==> config.mk <==
export PLATFORM = sky130hd
export DESIGN_NAME = video_byte_pair_pixel_decoder_top
export DESIGN_NICKNAME = d
export VERILOG_FILES = /design/src/hdl/vbpd_pkg.sv /design/src/hdl/vbpd_front.sv /design/src/hdl/vbpd_queue.sv /design/src/hdl/vbpd_back.sv /design/src/hdl/video_byte_pair_pixel_decoder_top.sv
export SDC_FILE = /design/constraint.sdc
export NUM_CORES = 1
export LEC_CHECK = 0
export BUFFER_PORTS_ARGS = -buffer_cell sky130_fd_sc_hd__buf_2
export CORE_MARGIN = 1
export CORE_UTILIZATION = 35
export DETAILED_ROUTE_END_ITERATION = 12
export PLACE_DENSITY = 0.49
export SETUP_SLACK_MARGIN = 0.05
export SYNTH_ARGS = -nofsm -noshare
export SYNTH_HDL_FRONTEND = slang
export SYNTH_SLANG_ARGS = --single-unit
==> constraint.sdc <==
create_clock -name clk_i -period 4.1 [get_ports clk_i]
set_clock_uncertainty 0.1 [all_clocks]
set_input_delay 0.205 -clock clk_i [delete_from_list [all_inputs] [get_ports clk_i]]
set_output_delay 0.205 -clock clk_i [all_outputs]
set_load 0.05 [all_outputs]
==> src/hdl/vbpd_pkg.sv <==
// Shared types, constants and the pixel decode function for the byte pair pixel decoder.
`default_nettype none

package vbpd_pkg;

  // Fixed field widths
  localparam int unsigned AddrW   = 13;
  localparam int unsigned ColumnW = 6;
  localparam int unsigned RowW    = 8;
  localparam int unsigned PixW    = 5;

  // Defaults for the top-level parameters
  localparam int unsigned BytesPerLineDef = 40;
  localparam int unsigned QueueDepthDef   = 2;

  // Palette screen: colour bits that pick which fixed colour is "on"
  localparam logic [7:0] FixedSelMask  = 8'h78;
  localparam logic [7:0] FixedSelMatch = 8'h30;

  // Fixed palette-screen colours
  localparam logic [PixW-1:0] FixedColA = 5'd16;
  localparam logic [PixW-1:0] FixedColB = 5'd17;

  // Display modes
  typedef enum logic [3:0] {
    MODE_BMP4    = 4'd0,
    MODE_PAGE1   = 4'd1,
    MODE_PAGE2   = 4'd2,
    MODE_STACK2  = 4'd3,
    MODE_COL80   = 4'd4,
    MODE_STACK4  = 4'd5,
    MODE_BMP4B   = 4'd6,
    MODE_BMP16   = 4'd7,
    MODE_PALETTE = 4'd8,
    MODE_COL40   = 4'd9
  } mode_e;

  typedef logic [PixW-1:0] pix_t;
  // Index 0 is the leftmost pixel
  typedef pix_t [15:0] pix16_t;

  // One decoded byte pair, as it waits between front and back
  typedef struct packed {
    pix16_t             pixels;
    logic [ColumnW-1:0] column;
    logic [RowW-1:0]    row;
  } entry_t;

  // Decode one form/colour byte pair into sixteen 80-column pixels
  function automatic pix16_t decode_pixels(logic [3:0] cmd, logic fixed_area,
                                           logic [7:0] f, logic [7:0] c);
    pix16_t px;
    pix_t   on_v;
    pix_t   off_v;
    pix_t   v;
    px = '0;
    on_v = '0;
    off_v = '0;
    v = '0;
    case (mode_e'(cmd))
      MODE_BMP4: begin
        for (int i = 0; i < 8; i++) begin
          px[2*i]   = {3'b000, f[7-i], c[7-i]};
          px[2*i+1] = {3'b000, f[7-i], c[7-i]};
        end
      end
      MODE_PAGE1, MODE_PAGE2: begin
        on_v = (mode_e'(cmd) == MODE_PAGE1) ? 5'd1 : 5'd2;
        for (int i = 0; i < 8; i++) begin
          px[2*i]   = f[7-i] ? on_v : 5'd0;
          px[2*i+1] = f[7-i] ? on_v : 5'd0;
        end
      end
      MODE_STACK2: begin
        for (int i = 0; i < 8; i++) begin
          v = f[7-i] ? 5'd1 : (c[7-i] ? 5'd2 : 5'd0);
          px[2*i]   = v;
          px[2*i+1] = v;
        end
      end
      MODE_COL80: begin
        for (int i = 0; i < 8; i++) begin
          px[i]   = {4'b0000, f[7-i]};
          px[i+8] = {4'b0000, c[7-i]};
        end
      end
      MODE_STACK4: begin
        // page priority: form high nibble, form low, colour high, colour low
        for (int i = 0; i < 4; i++) begin
          if (f[7-i])      v = 5'd1;
          else if (f[3-i]) v = 5'd2;
          else if (c[7-i]) v = 5'd3;
          else if (c[3-i]) v = 5'd4;
          else             v = 5'd0;
          for (int k = 0; k < 4; k++) begin
            px[4*i+k] = v;
          end
        end
      end
      MODE_BMP4B: begin
        for (int i = 0; i < 4; i++) begin
          px[2*i]     = {3'b000, f[7-2*i], f[6-2*i]};
          px[2*i+1]   = {3'b000, f[7-2*i], f[6-2*i]};
          px[2*i+8]   = {3'b000, c[7-2*i], c[6-2*i]};
          px[2*i+9]   = {3'b000, c[7-2*i], c[6-2*i]};
        end
      end
      MODE_BMP16: begin
        for (int k = 0; k < 4; k++) begin
          px[k]    = {1'b0, f[7:4]};
          px[k+4]  = {1'b0, f[3:0]};
          px[k+8]  = {1'b0, c[7:4]};
          px[k+12] = {1'b0, c[3:0]};
        end
      end
      default: begin
        if ((mode_e'(cmd) == MODE_PALETTE) && fixed_area) begin
          if ((c & FixedSelMask) == FixedSelMatch) begin
            on_v  = FixedColA;
            off_v = FixedColB;
          end else begin
            on_v  = FixedColB;
            off_v = FixedColA;
          end
        end else begin
          // Else (40 columns, unused codes, palette outside fixed area): fg/bg, inverted brightness bits
          on_v  = {1'b0, ~c[6], c[5:3]};
          off_v = {1'b0, ~c[7], c[2:0]};
        end
        for (int i = 0; i < 8; i++) begin
          px[2*i]   = f[7-i] ? on_v : off_v;
          px[2*i+1] = f[7-i] ? on_v : off_v;
        end
      end
    endcase
    return px;
  endfunction

endpackage

`default_nettype wire

==> src/hdl/vbpd_front.sv <==
// Front end: takes a transaction, decodes pixels and splits the address into column and row.
`default_nettype none

module vbpd_front import vbpd_pkg::*; #(
  parameter int unsigned BYTES_PER_LINE = BytesPerLineDef
) (
  input  wire logic               clk_i,
  input  wire logic               rst_ni,
  input  wire logic               cfg_we_i,
  input  wire logic [AddrW-1:0]   cfg_data_i,
  input  wire logic               in_valid_i,
  output      logic               in_ready_o,
  input  wire logic [3:0]         command_i,
  input  wire logic [AddrW-1:0]   address_i,
  input  wire logic [7:0]         form_byte_i,
  input  wire logic [7:0]         colour_byte_i,
  output      logic               push_valid_o,
  input  wire logic               push_ready_i,
  output      entry_t             push_entry_o
);

  // Reciprocal of the line length, exact enough for one correction step
  localparam int unsigned RecipShift = AddrW + 7;
  localparam int unsigned RecipW     = RecipShift + 1;
  localparam logic [RecipW-1:0] Recip = RecipW'((64'd1 << RecipShift) / BYTES_PER_LINE);
  localparam int unsigned ProdW      = AddrW + RecipW;
  localparam int unsigned BplW       = $clog2(BYTES_PER_LINE + 1);
  localparam int unsigned RemW       = $clog2(2 * BYTES_PER_LINE) + 1;
  localparam logic [BplW-1:0] Bpl    = BplW'(BYTES_PER_LINE);

  logic [AddrW-1:0] area_end_q;

  logic             s1_valid_q, s1_valid_d;
  pix16_t           s1_pix_q;
  logic [AddrW-1:0] s1_addr_q;
  logic [AddrW-1:0] s1_qest_q;

  logic                  accept;
  logic                  push;
  logic [ProdW-1:0]      prod;
  logic [AddrW+BplW-1:0] qb;
  logic [AddrW+BplW-1:0] rem_w;
  logic [RemW-1:0]       rem;
  logic [AddrW-1:0]      quot;
  logic [RemW-1:0]       rmd;

  // Configuration register
  always_ff @(posedge clk_i or negedge rst_ni) begin
    if (!rst_ni) begin
      area_end_q <= '0;
    end else if (cfg_we_i) begin
      area_end_q <= cfg_data_i;
    end
  end

  // Stage 1 takes a new transaction whenever it is empty or drains this cycle
  assign push       = s1_valid_q & push_ready_i;
  assign in_ready_o = ~s1_valid_q | push_ready_i;
  assign accept     = in_valid_i & in_ready_o;

  always_comb begin
    s1_valid_d = s1_valid_q;
    if (accept) begin
      s1_valid_d = 1'b1;
    end else if (push) begin
      s1_valid_d = 1'b0;
    end
  end

  always_ff @(posedge clk_i or negedge rst_ni) begin
    if (!rst_ni) begin
      s1_valid_q <= 1'b0;
    end else begin
      s1_valid_q <= s1_valid_d;
    end
  end

  // Quotient estimate: never high, at most one low
  assign prod = ProdW'(address_i) * ProdW'(Recip);

  always_ff @(posedge clk_i) begin
    if (accept) begin
      s1_pix_q  <= decode_pixels(command_i, address_i < area_end_q, form_byte_i, colour_byte_i);
      s1_addr_q <= address_i;
      s1_qest_q <= AddrW'(prod >> RecipShift);
    end
  end

  // Stage 2: remainder and one correction step
  assign qb    = (AddrW+BplW)'(s1_qest_q) * (AddrW+BplW)'(Bpl);
  assign rem_w = (AddrW+BplW)'(s1_addr_q) - qb;
  assign rem   = RemW'(rem_w);

  always_comb begin
    if (rem >= RemW'(Bpl)) begin
      quot = s1_qest_q + AddrW'(1);
      rmd  = rem - RemW'(Bpl);
    end else begin
      quot = s1_qest_q;
      rmd  = rem;
    end
  end

  assign push_valid_o        = s1_valid_q;
  assign push_entry_o.pixels = s1_pix_q;
  assign push_entry_o.column = ColumnW'(rmd);
  assign push_entry_o.row    = RowW'(quot);

endmodule

`default_nettype wire

==> src/hdl/vbpd_queue.sv <==
// Short FIFO of decoded byte pairs between front end and emitter.
`default_nettype none

module vbpd_queue import vbpd_pkg::*; #(
  parameter int unsigned DEPTH = QueueDepthDef
) (
  input  wire logic   clk_i,
  input  wire logic   rst_ni,
  input  wire logic   push_valid_i,
  output      logic   push_ready_o,
  input  wire entry_t push_entry_i,
  output      logic   pop_valid_o,
  input  wire logic   pop_ready_i,
  output      entry_t pop_entry_o
);

  localparam int unsigned PtrW = (DEPTH > 1) ? $clog2(DEPTH) : 1;
  localparam int unsigned CntW = $clog2(DEPTH + 1);

  entry_t          mem_q [DEPTH];
  logic [PtrW-1:0] wr_ptr_q, wr_ptr_d;
  logic [PtrW-1:0] rd_ptr_q, rd_ptr_d;
  logic [CntW-1:0] count_q, count_d;
  logic            push;
  logic            pop;

  assign push_ready_o = count_q != CntW'(DEPTH);
  assign pop_valid_o  = count_q != '0;
  assign push         = push_valid_i & push_ready_o;
  assign pop          = pop_valid_o & pop_ready_i;
  assign pop_entry_o  = mem_q[rd_ptr_q];

  // Pointer and fill bookkeeping
  always_comb begin
    wr_ptr_d = wr_ptr_q;
    rd_ptr_d = rd_ptr_q;
    count_d  = count_q;
    if (push) begin
      wr_ptr_d = (wr_ptr_q == PtrW'(DEPTH - 1)) ? '0 : wr_ptr_q + PtrW'(1);
    end
    if (pop) begin
      rd_ptr_d = (rd_ptr_q == PtrW'(DEPTH - 1)) ? '0 : rd_ptr_q + PtrW'(1);
    end
    if (push && !pop) begin
      count_d = count_q + CntW'(1);
    end else if (pop && !push) begin
      count_d = count_q - CntW'(1);
    end
  end

  always_ff @(posedge clk_i or negedge rst_ni) begin
    if (!rst_ni) begin
      wr_ptr_q <= '0;
      rd_ptr_q <= '0;
      count_q  <= '0;
    end else begin
      wr_ptr_q <= wr_ptr_d;
      rd_ptr_q <= rd_ptr_d;
      count_q  <= count_d;
    end
  end

  // Storage
  always_ff @(posedge clk_i) begin
    if (push) begin
      mem_q[wr_ptr_q] <= push_entry_i;
    end
  end

endmodule

`default_nettype wire

==> src/hdl/vbpd_back.sv <==
// Emitter: sends each decoded byte pair as a left half and then a right half.
`default_nettype none

module vbpd_back import vbpd_pkg::*; (
  input  wire logic               clk_i,
  input  wire logic               rst_ni,
  input  wire logic               pop_valid_i,
  output      logic               pop_ready_o,
  input  wire entry_t             pop_entry_i,
  output      logic               out_valid_o,
  input  wire logic               out_ready_i,
  output      pix_t [7:0]         half_pix_o,
  output      logic [ColumnW-1:0] column_o,
  output      logic [RowW-1:0]    row_o,
  output      logic               last_half_o
);

  logic   valid_q, valid_d;
  logic   half_q, half_d;
  entry_t entry_q;
  logic   load;
  logic   out_fire;

  assign out_fire    = valid_q & out_ready_i;
  // Next entry may load when the right half leaves, or when idle
  assign pop_ready_o = ~valid_q | (out_ready_i & half_q);
  assign load        = pop_valid_i & pop_ready_o;

  always_comb begin
    valid_d = valid_q;
    half_d  = half_q;
    if (load) begin
      valid_d = 1'b1;
      half_d  = 1'b0;
    end else if (out_fire) begin
      if (half_q) begin
        valid_d = 1'b0;
      end else begin
        half_d = 1'b1;
      end
    end
  end

  always_ff @(posedge clk_i or negedge rst_ni) begin
    if (!rst_ni) begin
      valid_q <= 1'b0;
      half_q  <= 1'b0;
    end else begin
      valid_q <= valid_d;
      half_q  <= half_d;
    end
  end

  always_ff @(posedge clk_i) begin
    if (load) begin
      entry_q <= pop_entry_i;
    end
  end

  // Half select
  always_comb begin
    for (int j = 0; j < 8; j++) begin
      half_pix_o[j] = half_q ? entry_q.pixels[j+8] : entry_q.pixels[j];
    end
  end

  assign out_valid_o = valid_q;
  assign column_o    = entry_q.column;
  assign row_o       = entry_q.row;
  assign last_half_o = half_q;

endmodule

`default_nettype wire

==> src/hdl/video_byte_pair_pixel_decoder_top.sv <==
// Top level of the byte pair pixel decoder: front end, queue and emitter.
//
//  Channel  Direction  Handshake                 Contents
//  cfg      in         cfg_we_i                  cfg_data_i: palette_area_end
//  in       in         in_valid_i / in_ready_o   command, address, form_byte, colour_byte
//  out      out        out_valid_o / out_ready_i pixel_a..h, column, row, last_half
//
// Each input transaction yields two output transactions, left half then right half.
// The emitter's two output beats per input limit the sustained input rate.
// An input passes through the stage 1 register, the queue and the emitter register.
// Reset clears the palette area end to 0 and empties all stages; no clearing pass.
// A queue, 2 entries deep by default, decouples the decode pipeline from output stalls.
`default_nettype none

module video_byte_pair_pixel_decoder_top import vbpd_pkg::*; #(
  parameter int unsigned BYTES_PER_LINE = BytesPerLineDef,
  parameter int unsigned QUEUE_DEPTH    = QueueDepthDef
) (
  input  wire logic               clk_i,
  input  wire logic               rst_ni,
  input  wire logic               cfg_we_i,
  input  wire logic [AddrW-1:0]   cfg_data_i,
  input  wire logic               in_valid_i,
  output      logic               in_ready_o,
  input  wire logic [3:0]         command_i,
  input  wire logic [AddrW-1:0]   address_i,
  input  wire logic [7:0]         form_byte_i,
  input  wire logic [7:0]         colour_byte_i,
  output      logic               out_valid_o,
  input  wire logic               out_ready_i,
  output      logic [PixW-1:0]    pixel_a_o,
  output      logic [PixW-1:0]    pixel_b_o,
  output      logic [PixW-1:0]    pixel_c_o,
  output      logic [PixW-1:0]    pixel_d_o,
  output      logic [PixW-1:0]    pixel_e_o,
  output      logic [PixW-1:0]    pixel_f_o,
  output      logic [PixW-1:0]    pixel_g_o,
  output      logic [PixW-1:0]    pixel_h_o,
  output      logic [ColumnW-1:0] column_o,
  output      logic [RowW-1:0]    row_o,
  output      logic               last_half_o
);

  logic       push_valid;
  logic       push_ready;
  entry_t     push_entry;
  logic       pop_valid;
  logic       pop_ready;
  entry_t     pop_entry;
  pix_t [7:0] half_pix;

  vbpd_front #(
    .BYTES_PER_LINE(BYTES_PER_LINE)
  ) u_front (
    .clk_i        (clk_i),
    .rst_ni       (rst_ni),
    .cfg_we_i     (cfg_we_i),
    .cfg_data_i   (cfg_data_i),
    .in_valid_i   (in_valid_i),
    .in_ready_o   (in_ready_o),
    .command_i    (command_i),
    .address_i    (address_i),
    .form_byte_i  (form_byte_i),
    .colour_byte_i(colour_byte_i),
    .push_valid_o (push_valid),
    .push_ready_i (push_ready),
    .push_entry_o (push_entry)
  );

  vbpd_queue #(
    .DEPTH(QUEUE_DEPTH)
  ) u_queue (
    .clk_i       (clk_i),
    .rst_ni      (rst_ni),
    .push_valid_i(push_valid),
    .push_ready_o(push_ready),
    .push_entry_i(push_entry),
    .pop_valid_o (pop_valid),
    .pop_ready_i (pop_ready),
    .pop_entry_o (pop_entry)
  );

  vbpd_back u_back (
    .clk_i      (clk_i),
    .rst_ni     (rst_ni),
    .pop_valid_i(pop_valid),
    .pop_ready_o(pop_ready),
    .pop_entry_i(pop_entry),
    .out_valid_o(out_valid_o),
    .out_ready_i(out_ready_i),
    .half_pix_o (half_pix),
    .column_o   (column_o),
    .row_o      (row_o),
    .last_half_o(last_half_o)
  );

  assign pixel_a_o = half_pix[0];
  assign pixel_b_o = half_pix[1];
  assign pixel_c_o = half_pix[2];
  assign pixel_d_o = half_pix[3];
  assign pixel_e_o = half_pix[4];
  assign pixel_f_o = half_pix[5];
  assign pixel_g_o = half_pix[6];
  assign pixel_h_o = half_pix[7];

`ifndef SYNTHESIS
  // A left half is always followed at once by its right half
  a_right_follows_left: assert property (@(posedge clk_i) disable iff (!rst_ni)
    out_valid_o && out_ready_i && !last_half_o |=> out_valid_o && last_half_o)
    else $error("right half missing after left half");

  // Both halves carry the same column and row
  a_halves_same_pos: assert property (@(posedge clk_i) disable iff (!rst_ni)
    out_valid_o && out_ready_i && !last_half_o |=> $stable(column_o) && $stable(row_o))
    else $error("column/row changed between halves");

  // Remainder correction leaves the column inside the line
  a_column_range: assert property (@(posedge clk_i) disable iff (!rst_ni)
    out_valid_o |-> (column_o < BYTES_PER_LINE))
    else $error("column out of range");

  // An entry waiting in the queue is always taken by an idle emitter and shown first as its left half
  a_no_stuck_queue: assert property (@(posedge clk_i) disable iff (!rst_ni)
    pop_valid && !out_valid_o |=> out_valid_o && !last_half_o)
    else $error("queued entry not loaded into idle emitter");
`endif

endmodule

`default_nettype wire
==> summary.txt, run 1 <==
Critical path
  – List of cells traversed by the critical path: buf_6 > inv_8 > ha_4 > inv_2 > fa_1 > inv_1 > fa_1 > inv_1 > fa_1 > inv_1 > fa_1 > inv_2 > ha_4 > a21oi_4 > o21ai_2 > a22oi_2 > nand3b_1 > a2111o_1 > nand3_1
  – Worst EP arrival: 4.27 ns
  – Worst R2R Path Depth: 9
  – Critical path data required time: 4.41 ns
  – Worst setup path startpoint: address_i[5]
  – Reg2reg start: u_front.s1_qest_q[1]
  – Type of the worst setup path: input port to flip-flop
  – Most prevalent standard cell on the critical path: fa_1
  – Count of cell instances traversed by the critical path: 19
  – Type of origin of the critical path: input port
  – Slowest stage delay, CP: 0.55 ns
  – Buffer and inverter count on the worst path: 7
  – Largest fanout on the critical path: 4
  – Cell class contributing the biggest share of worst-path delay: adder cells
  – Slowest stage cell on the critical path: fa_1
  – Endpoint class of the critical path: flip-flop

Power and ir drop
  – Power Density: 786 mW/mm2
  – Switching part of the total: 40.2%
  – Leakage power summed over all cells: 6.75 nW
  – Fraction of power consumed by the clock network: 17.9%
  – Net switching power figure: 5.16 mW
  – Int Pwr: 7.68 mW
  – Worst ir drop on vdd: 0.000388 V
  – Reg power frac: 33.1%
  – Combinational fraction of design power: 49.0%

Timing
  – Setup violations, final: 0
  – Relative max-transition margin: 30.6%
  – Transition time at the pin with the least slew margin: 1.03 ns
  – Unrepaired setup endpoints after global routing: true
  – Max-slew violation count: 0
  – Clock period minus final worst setup slack: 3.95 ns
  – Final hold vios: 0
  – Final period utilization: 96.5%
  – Setup WS post-layout: 0.145 ns
  – Top achievable clock speed: 0.253 GHz

Final layout
  – Final Cell Area: 0.0163 mm2
  – Top library cells by usage in the layout, fill and taps aside: edfxtp_1 (222), inv_1 (115), buf_2 (106), mux2_2 (93), buf_4 (85)
  – Layout-stage area growth over the synthesis result: 21.8%
  – Layout cell share with drive strength beyond 1: 28.7%
  – Total Nets Final: 1436
  – Most frequent standard cell in the layout excluding fill and tap cells: edfxtp_1
  – Antenna cells: 0

Global route
  – Wire length of the first global-routing pass: 47700 um
  – Met3 Track Usage GR: 1.89%
  – Pin count of the biggest net entering global routing: 58
  – Initial antenna violation count: 0
  – Global Route met1 Usage: 22.0%
  – Met2 capacity usage during global routing: 26.1%
  – Via count of the first global-routing pass: 8688
  – Overall fraction of global-route tracks in use: 15.8%
  – Total global routing overflow: 0
  – GRT Max-Usage Layer: met2

Floorplan
  – Overall die height: 198 um
  – DIE AREA: 0.0391 mm2
  – Row cnt: 71
  – Core Box Area: 0.0377 mm2
  – Boundary Pins: 108
  – Horizontal die dimension: 198 um
  – Initial cell density of the core: 35.6%

Run status
  – Result of the run: completed

Yosys
  – Share of flip-flops with an asynchronous set or reset after synthesis: 8.26%
  – Count of yosys warnings during synthesis: 0
  – Top-area cell type share of the netlist area: 49.7%
  – Syn avg cell area: 12.6 um2
  – Number of instances in the synthesized netlist: 1065
  – Syn Nets: 1244
  – Distinct cell type count of the synthesized netlist: 62
  – Portion of the post-synthesis area used by sequential elements: 53.4%
  – Post-synthesis cell type with the largest combined area: edfxtp_1
  – Post-Syn Area: 0.0134 mm2
  – Register bit count reported by yosys: 242
  – Primary FF master, synth: edfxtp_1
  – Top cells by area, synth: edfxtp_1 (50%), ha_1 (8.4%), mux2_2 (7.8%)
  – Number of enable-type register cells in the synthesized netlist: 222

Job
  – Number of maximum-capacitance constraint violations: 0

Placement
  – Dpl ws: -0.591 ns
  – Count of buffers from port buffering: 107
  – HPWL reported at the end of detailed placement: 21500 um
  – Last weighted congestion value of the routability-driven placer: 0.846
  – Placed cell areas: 0.0149 mm2

Worst hold path
  – Min-Delay Path Class: input port to flip-flop
  – Worst hold stages: 3
  – Launch point of the worst hold path: colour_byte_i[2]

Clock network
  – Clock transition time at the flip-flop clock pins of the worst setup and hold paths: 0.07 ns
  – Clock tree from TritonCTS: done
  – Clock buffer count from CTS: 27
  – TritonCTS Sinks: 242
  – Clock buffer depth: 3
  – Insertion delay to the later sink of the worst-skew pair: 0.56 ns
  – Root buf cell: clkbuf_16
  – H-Tree Level Count: 1

Route
  – Detailed router's first-iteration violation count: 484
  – Number of iterations in the first detailed-routing pass: 5
  – ANT nets after route: 0
  – Total number of vias: 8482
  – Drt total wl: 30200 um
  – Number of remaining DRC errors: 0
  – Vias per inst: 4.74
  – Avg WL per Cell: 16.9 um
==> layout make-up <==
cell class / instances / area (um2)
fill: 3614 / 21300
sequential: 242 / 7170
multi-input combinational: 626 / 5560
timing repair buffer: 240 / 1660
clock buffer: 31 / 701
tap: 511 / 639
inverter: 120 / 458
clock inverter: 18 / 139
==> final timing paths <==
path | end | slack, ns
worst max-delay path | u_front.s1_qest_q[7] | 0.15
worst min-delay path | u_front.push_entry_o[79] | 0.05
worst max register to register | u_queue.mem_q[0][1] | 0.86
worst min register to register | u_queue.mem_q[1][14] | 0.33
max in group asynchronous | u_queue.rd_ptr_q | 3.38
min in group asynchronous | u_front.area_end_q[0] | 0.07
==> through the flow <==
step | power (mW) | hold slack (ns) | std cells | util, % | setup TNS, ns
global route | 13.7 | 0.0694 | 1788 | 43.3 | -0.00484
CTS | 12.8 | 0.0298 | 1787 | 43.2 | 0
finish | 12.8 | 0.0489 | 1788 | 43.3 | 0
global placement | 10.3 | 0.131 | 1689 | 39.6 | -3.00
floorplan | 8.82 | -0.191 | 1065 | - | -0.167
detailed placement | 10.4 | 0.135 | 1689 | 39.6 | -3.68
==> Yosys cell counts, types with 22 or more instances <==
cell        n
edfxtp_1  222
inv_1     118
mux2_2     93
ha_1       90
nand2_1    82
a21oi_1    42
clkbuf_1   38
fa_1       38
nor2_1     34
buf_4      33
o21ai_0    32
nand3_1    22
o21ai_1    22
==> power by group through the flow <==
stage | Clock (mW) | Combinational [mW] | Sequential (mW)
floorplan | 0 | 4.61 | 4.21
global placement | 0 | 6.04 | 4.29
detailed placement | 0 | 6.08 | 4.31
CTS | 2.37 | 6.21 | 4.26
global route | 2.46 | 6.93 | 4.34
finish | 2.29 | 6.29 | 4.25
==> tightest hold or removal path, cell delays in order <==
cell and delay (ns):
buf_2 0.24, nand2_1 0.08, nand3_1 0.08
==> what timing repair did <==
| item | CTS | global route |
|---|---|---|
| hold buffers | 48 | 0 |
| endpoints found under the setup margin | 3 | 8 |
| endpoints found under the hold margin | 44 | 0 |
| pin swaps | 1 | 14 |
| setup buffers | 1 | 1 |
| cloned | 0 | 0 |
| resized for setup | 3 | 13 |
==> registers in the layout, indices dropped and copies added (netlist names), 2 cells and up <==
name,cells
u_queue.mem_q,110
u_back.entry_q,41
u_front.push_entry_o,41
u_front.area_end_q,13
u_back.row_o,8
u_front.s1_addr_q,8
u_front.s1_qest_q,8
u_back.column_o,6
u_queue.count_q,2
==> cells by family (layout without fill, tap and decap cells) <==
group	Yosys count	in the layout	share of synthesized area (%)
AOI/OAI and AO/OA	156	156	7.48
xor gates and xnor gates	34	34	2.38
adders and majority gates	128	128	14.1
buffers and inverters	197	409	6.48
DFF	242	242	53.4
muxes	111	111	9.20
and+or+nand+nor	197	197	6.94
==> layer usage <==
layer	up-vias	routed length, um
met4	0	546
li1	4164	-
met1	4122	14400
met3	34	1050
met5	-	0
met2	162	14200
Note: power is estimated with default switching activity, not from simulation.
==> run 2: changes to the inputs <==
Settings changed: ABC_AREA from default to 1.
==> run 2 against run 1 <==
Sequential share of layout area shrank 0.24 points. Clock power increased by 8%. Wire length grew 10%. Synthesized area up 1.3%. Critical path depth shrank 4. Register-to-register slack improved by 0.16 ns. Synthesized cell count increased by 26%. Largest cell class unchanged. Combinational power up 5.1%. Design area up 0.53%. Sequential power is 3% higher. Largest power group unchanged. Global-route usage grew 1.4 points. Clock-buffer cell count is 1 higher.
==> summary.txt, run 2 <==
Power and ir drop
  – Fraction of power consumed by the clock network: 18.3% (+0.4 points)
  – Net switching power figure: 5.81 mW (+13%)
  – Final Total Pwr: 13.5 mW (+4.8%)
  – Worst ir drop on vdd: 0.000338 V (-13%)
  – Leakage power summed over all cells: 7.49 nW (+11%)
  – Switching part of the total: 43.1% (+2.9 points)
  – Reg power frac: 32.6% (-0.5 points)
  – Combinational fraction of design power: 49.1% (about the same)
  – Power Density: 820 mW/mm2 (+4.3%)
  – Int Pwr: 7.65 mW (-0.32%)

Worst hold path
  – Min-Delay Path Class: input port to flip-flop

Yosys
  – Register bit count reported by yosys: 242 (unchanged)
  – Distinct cell type count of the synthesized netlist: 45 (-27%)
  – Count of yosys warnings during synthesis: 0 (unchanged)
  – Top-area cell type share of the netlist area: 49.1% (-0.65 points)
  – Syn Nets: 1518 (+22%)
  – Share of flip-flops with an asynchronous set or reset after synthesis: 8.26% (unchanged)
  – Number of instances in the synthesized netlist: 1339 (+26%)
  – Top cells by area, synth: edfxtp_1 (49%), nand2_1 (9.7%), ha_1 (8.3%)
  – Number of enable-type register cells in the synthesized netlist: 222 (unchanged)
  – Portion of the post-synthesis area used by sequential elements: 52.8% (-0.69 points)
  – Post-Syn Area: 0.0136 mm2 (+1.3%)
  – Leading cell types by count after synthesis: nand2_1 (351), edfxtp_1 (222), inv_1 (190)
  – Most instantiated library cell after synthesis: nand2_1
  – Post-synthesis cell type with the largest combined area: edfxtp_1
  – Syn avg cell area: 10.1 um2 (-19%)
  – Primary FF master, synth: edfxtp_1

Final layout
  – Layout-stage area growth over the synthesis result: 20.8%
  – Top library cells by usage in the layout, fill and taps aside: nand2_1 (349), edfxtp_1 (222), inv_1 (187), buf_2 (107), ha_1 (87)
  – Flip-flop and latch area: 0.00717 mm2 (about the same)
  – Flip-flop count of the largest register after layout: 110 (unchanged)
  – Total Nets Final: 1711 (+19%)
  – Register with the most flip-flops: u_queue.mem_q
  – Most frequent standard cell in the layout excluding fill and tap cells: nand2_1
  – Area of the multi-input gates: 0.00539 mm2 (-3.1%)
  – Layout cell share with drive strength beyond 1: 17.0% (-12 points)
  – Fill count: 3666 (+1.4%)
  – Final Core Density: 43.3% (-0.077 points)

Timing
  – Setup violations, final: 0 (unchanged)
  – Clock period minus final worst setup slack: 3.95 ns (-0.00361 ns)
  – Relative max-transition margin: 45.4% (+15 points)
  – Final period utilization: 96.4% (about the same)
  – Top achievable clock speed: 0.253 GHz (about the same)
  – Max-slew violation count: 0 (unchanged)
  – Minimum hold slack: 0.0190 ns (-0.0299 ns)
  – Unrepaired setup endpoints after global routing: true
  – Setup WS post-layout: 0.149 ns (+0.00361 ns)
  – Transition time at the pin with the least slew margin: 0.819 ns (-0.212 ns)
  – Final hold vios: 0 (unchanged)

Critical path
  – Endpoint class of the critical path: flip-flop
  – Type of origin of the critical path: input port
  – Largest fanout on the critical path: 4 (unchanged)
  – Critical path data required time: 4.30 ns (-0.11 ns)
  – Type of the worst setup path: input port to flip-flop
  – Worst EP arrival: 4.15 ns (-0.12 ns)

Route
  – Vias per inst: 4.64 (-2.1%)
  – Number of remaining DRC errors: 0 (unchanged)
  – Number of iterations in the first detailed-routing pass: 5 (unchanged)
  – Detailed router's first-iteration violation count: 586 (+21%)
  – Avg WL per Cell: 16.1 um (-4.7%)
  – ANT nets after route: 0 (unchanged)
  – Total number of vias: 9585 (+13%)
  – Drt total wl: 33200 um (+10%)

Global route
  – Met3 Track Usage GR: 3.10% (+1.2 points)
  – Total global routing overflow: 0 (unchanged)
  – Global Route met1 Usage: 24.4% (+2.5 points)
  – Met2 capacity usage during global routing: 26.9% (+0.79 points)
  – Wire length of the first global-routing pass: 52300 um (+9.7%)
  – Via count of the first global-routing pass: 9419 (+8.4%)
  – Pin count of the biggest net entering global routing: 57 (-1.7%)
  – GRT Max-Usage Layer: met2
  – Overall fraction of global-route tracks in use: 17.2% (+1.4 points)
  – Initial antenna violation count: 3 (+3)

Placement
  – Last weighted congestion value of the routability-driven placer: 0.910 (+7.5%)
  – Count of buffers from port buffering: 107 (unchanged)
  – HPWL reported at the end of detailed placement: 24500 um (+14%)
  – Dpl ws: -0.326 ns (+0.265 ns)

Floorplan
  – Horizontal die dimension: 199 um (+0.65%)
  – Boundary Pins: 108 (unchanged)
  – Overall die height: 199 um (+0.65%)
  – Row cnt: 71 (unchanged)
  – Core Box Area: 0.0379 mm2 (+0.71%)
  – Initial cell density of the core: 35.8% (+0.21 points)
  – DIE AREA: 0.0396 mm2 (+1.3%)

Clock network
  – Insertion delay to the later sink of the worst-skew pair: 0.56 ns (about the same)
  – Clock buffer depth: 3 (unchanged)
  – TritonCTS Sinks: 242 (unchanged)
  – Clock buffer count from CTS: 28 (+3.7%)
  – Clock transition time at the flip-flop clock pins of the worst setup and hold paths: 0.06 ns (about the same)
  – Clock tree from TritonCTS: done
  – H-Tree Level Count: 1 (unchanged)
  – Root buf cell: clkbuf_16

Run status
  – Result of the run: completed

Job
  – Number of maximum-capacitance constraint violations: 0 (unchanged)
run 2: cell types whose count changed after synthesis, sizes merged, moves of 10 or more:
cell    before  now
buf         38   48
clkbuf      39   16
inv        119  191
mux2        95   21
mux2i       16    0
nand2       82  353
nand3       22   69
nor2        35   68
nor2b       11    0
nor3         5   16
o22ai        2   15
xnor2       22    6
run 2: cell families after synthesis:
logic type | count (synthesis) | synth area share [%]
adders and majority gates | 128 | 13.9
muxes | 21 | 1.74
AOI/OAI and AO/OA | 135 | 5.74
DFF | 242 | 52.8
and+or+nand+nor | 530 | 16.1
buffers and inverters | 259 | 8.22
xor gates and xnor gates | 24 | 1.60
run 2: per-layer routing:
metal,vias to the layer above,wire length (um)
li1,4824,-
met1,4480,16100
met2,221,14500
met3,56,1710
met4,4,786
met5,-,25
run 2: worst max-delay path: stages:
cell	delay, ns
dlygate4sd3_1	0.53
buf_2	0.18
ha_1	0.35
fa_1	0.52
fa_1	0.56
inv_1	0.06
fa_1	0.52
inv_1	0.04
ha_1	0.34
nand2_1	0.12
nor2_1	0.22
a21oi_1	0.11
or2_1	0.25
nand4_1	0.08
nand2_1	0.06
run 2: metrics by stage:
stage / std cells / cell area (um2) / setup TNS [ns]
4_1_cts: 2063 / 16400 / 0
3_5_place_dp: 1961 / 14900 / -2.30
5_1_grt: 2064 / 16400 / 0
3_3_place_gp: 1961 / 14900 / -2.03
6_report: 2064 / 16400 / 0
2_1_floorplan: 1339 / 13600 / 0
run 2: timing repair:
item                                    CTS  global route
resized for setup                         0             7
hold endpoints to repair                 55             0
endpoints found under the setup margin    0             7
setup buffers                             0             0
hold buffers                             52             0
run 2: final cells by class:
type                       instances  area share [%]
clock buffer                      32            4.36
tap                              511            3.90
antenna                            1          0.0152
clock inverter                    18            1.23
multi-input combinational        838            32.8
timing repair buffer             227            9.54
inverter                         195            4.46
sequential                       242            43.7
run 2: final timing paths:
check                                          from                    end  slack, ns  cells after the start
setup / recovery                       address_i[0]   u_front.s1_qest_q[7]       0.15                     15
setup reg to reg               u_front.s1_qest_q[0]    u_queue.mem_q[0][2]       1.02                     10
min in group asynchronous                    rst_ni  u_front.area_end_q[7]       0.10                      2
hold / removal                             cfg_we_i  u_front.area_end_q[4]       0.02                      2
max in group asynchronous                    rst_ni     u_back.last_half_o       3.33                      2
hold reg to reg            u_front.push_entry_o[92]   u_queue.mem_q[1][92]       0.32                      0
run 2: power by group through the flow:
stage / Combinational [mW] / Clock (mW) / Sequential [mW]
4_1_cts: 6.66 / 2.54 / 4.40
3_5_place_dp: 6.58 / 0 / 4.44
2_1_floorplan: 5.10 / 0 / 4.42
3_3_place_gp: 6.58 / 0 / 4.42
5_1_grt: 7.37 / 2.63 / 4.48
6_report: 6.61 / 2.47 / 4.38
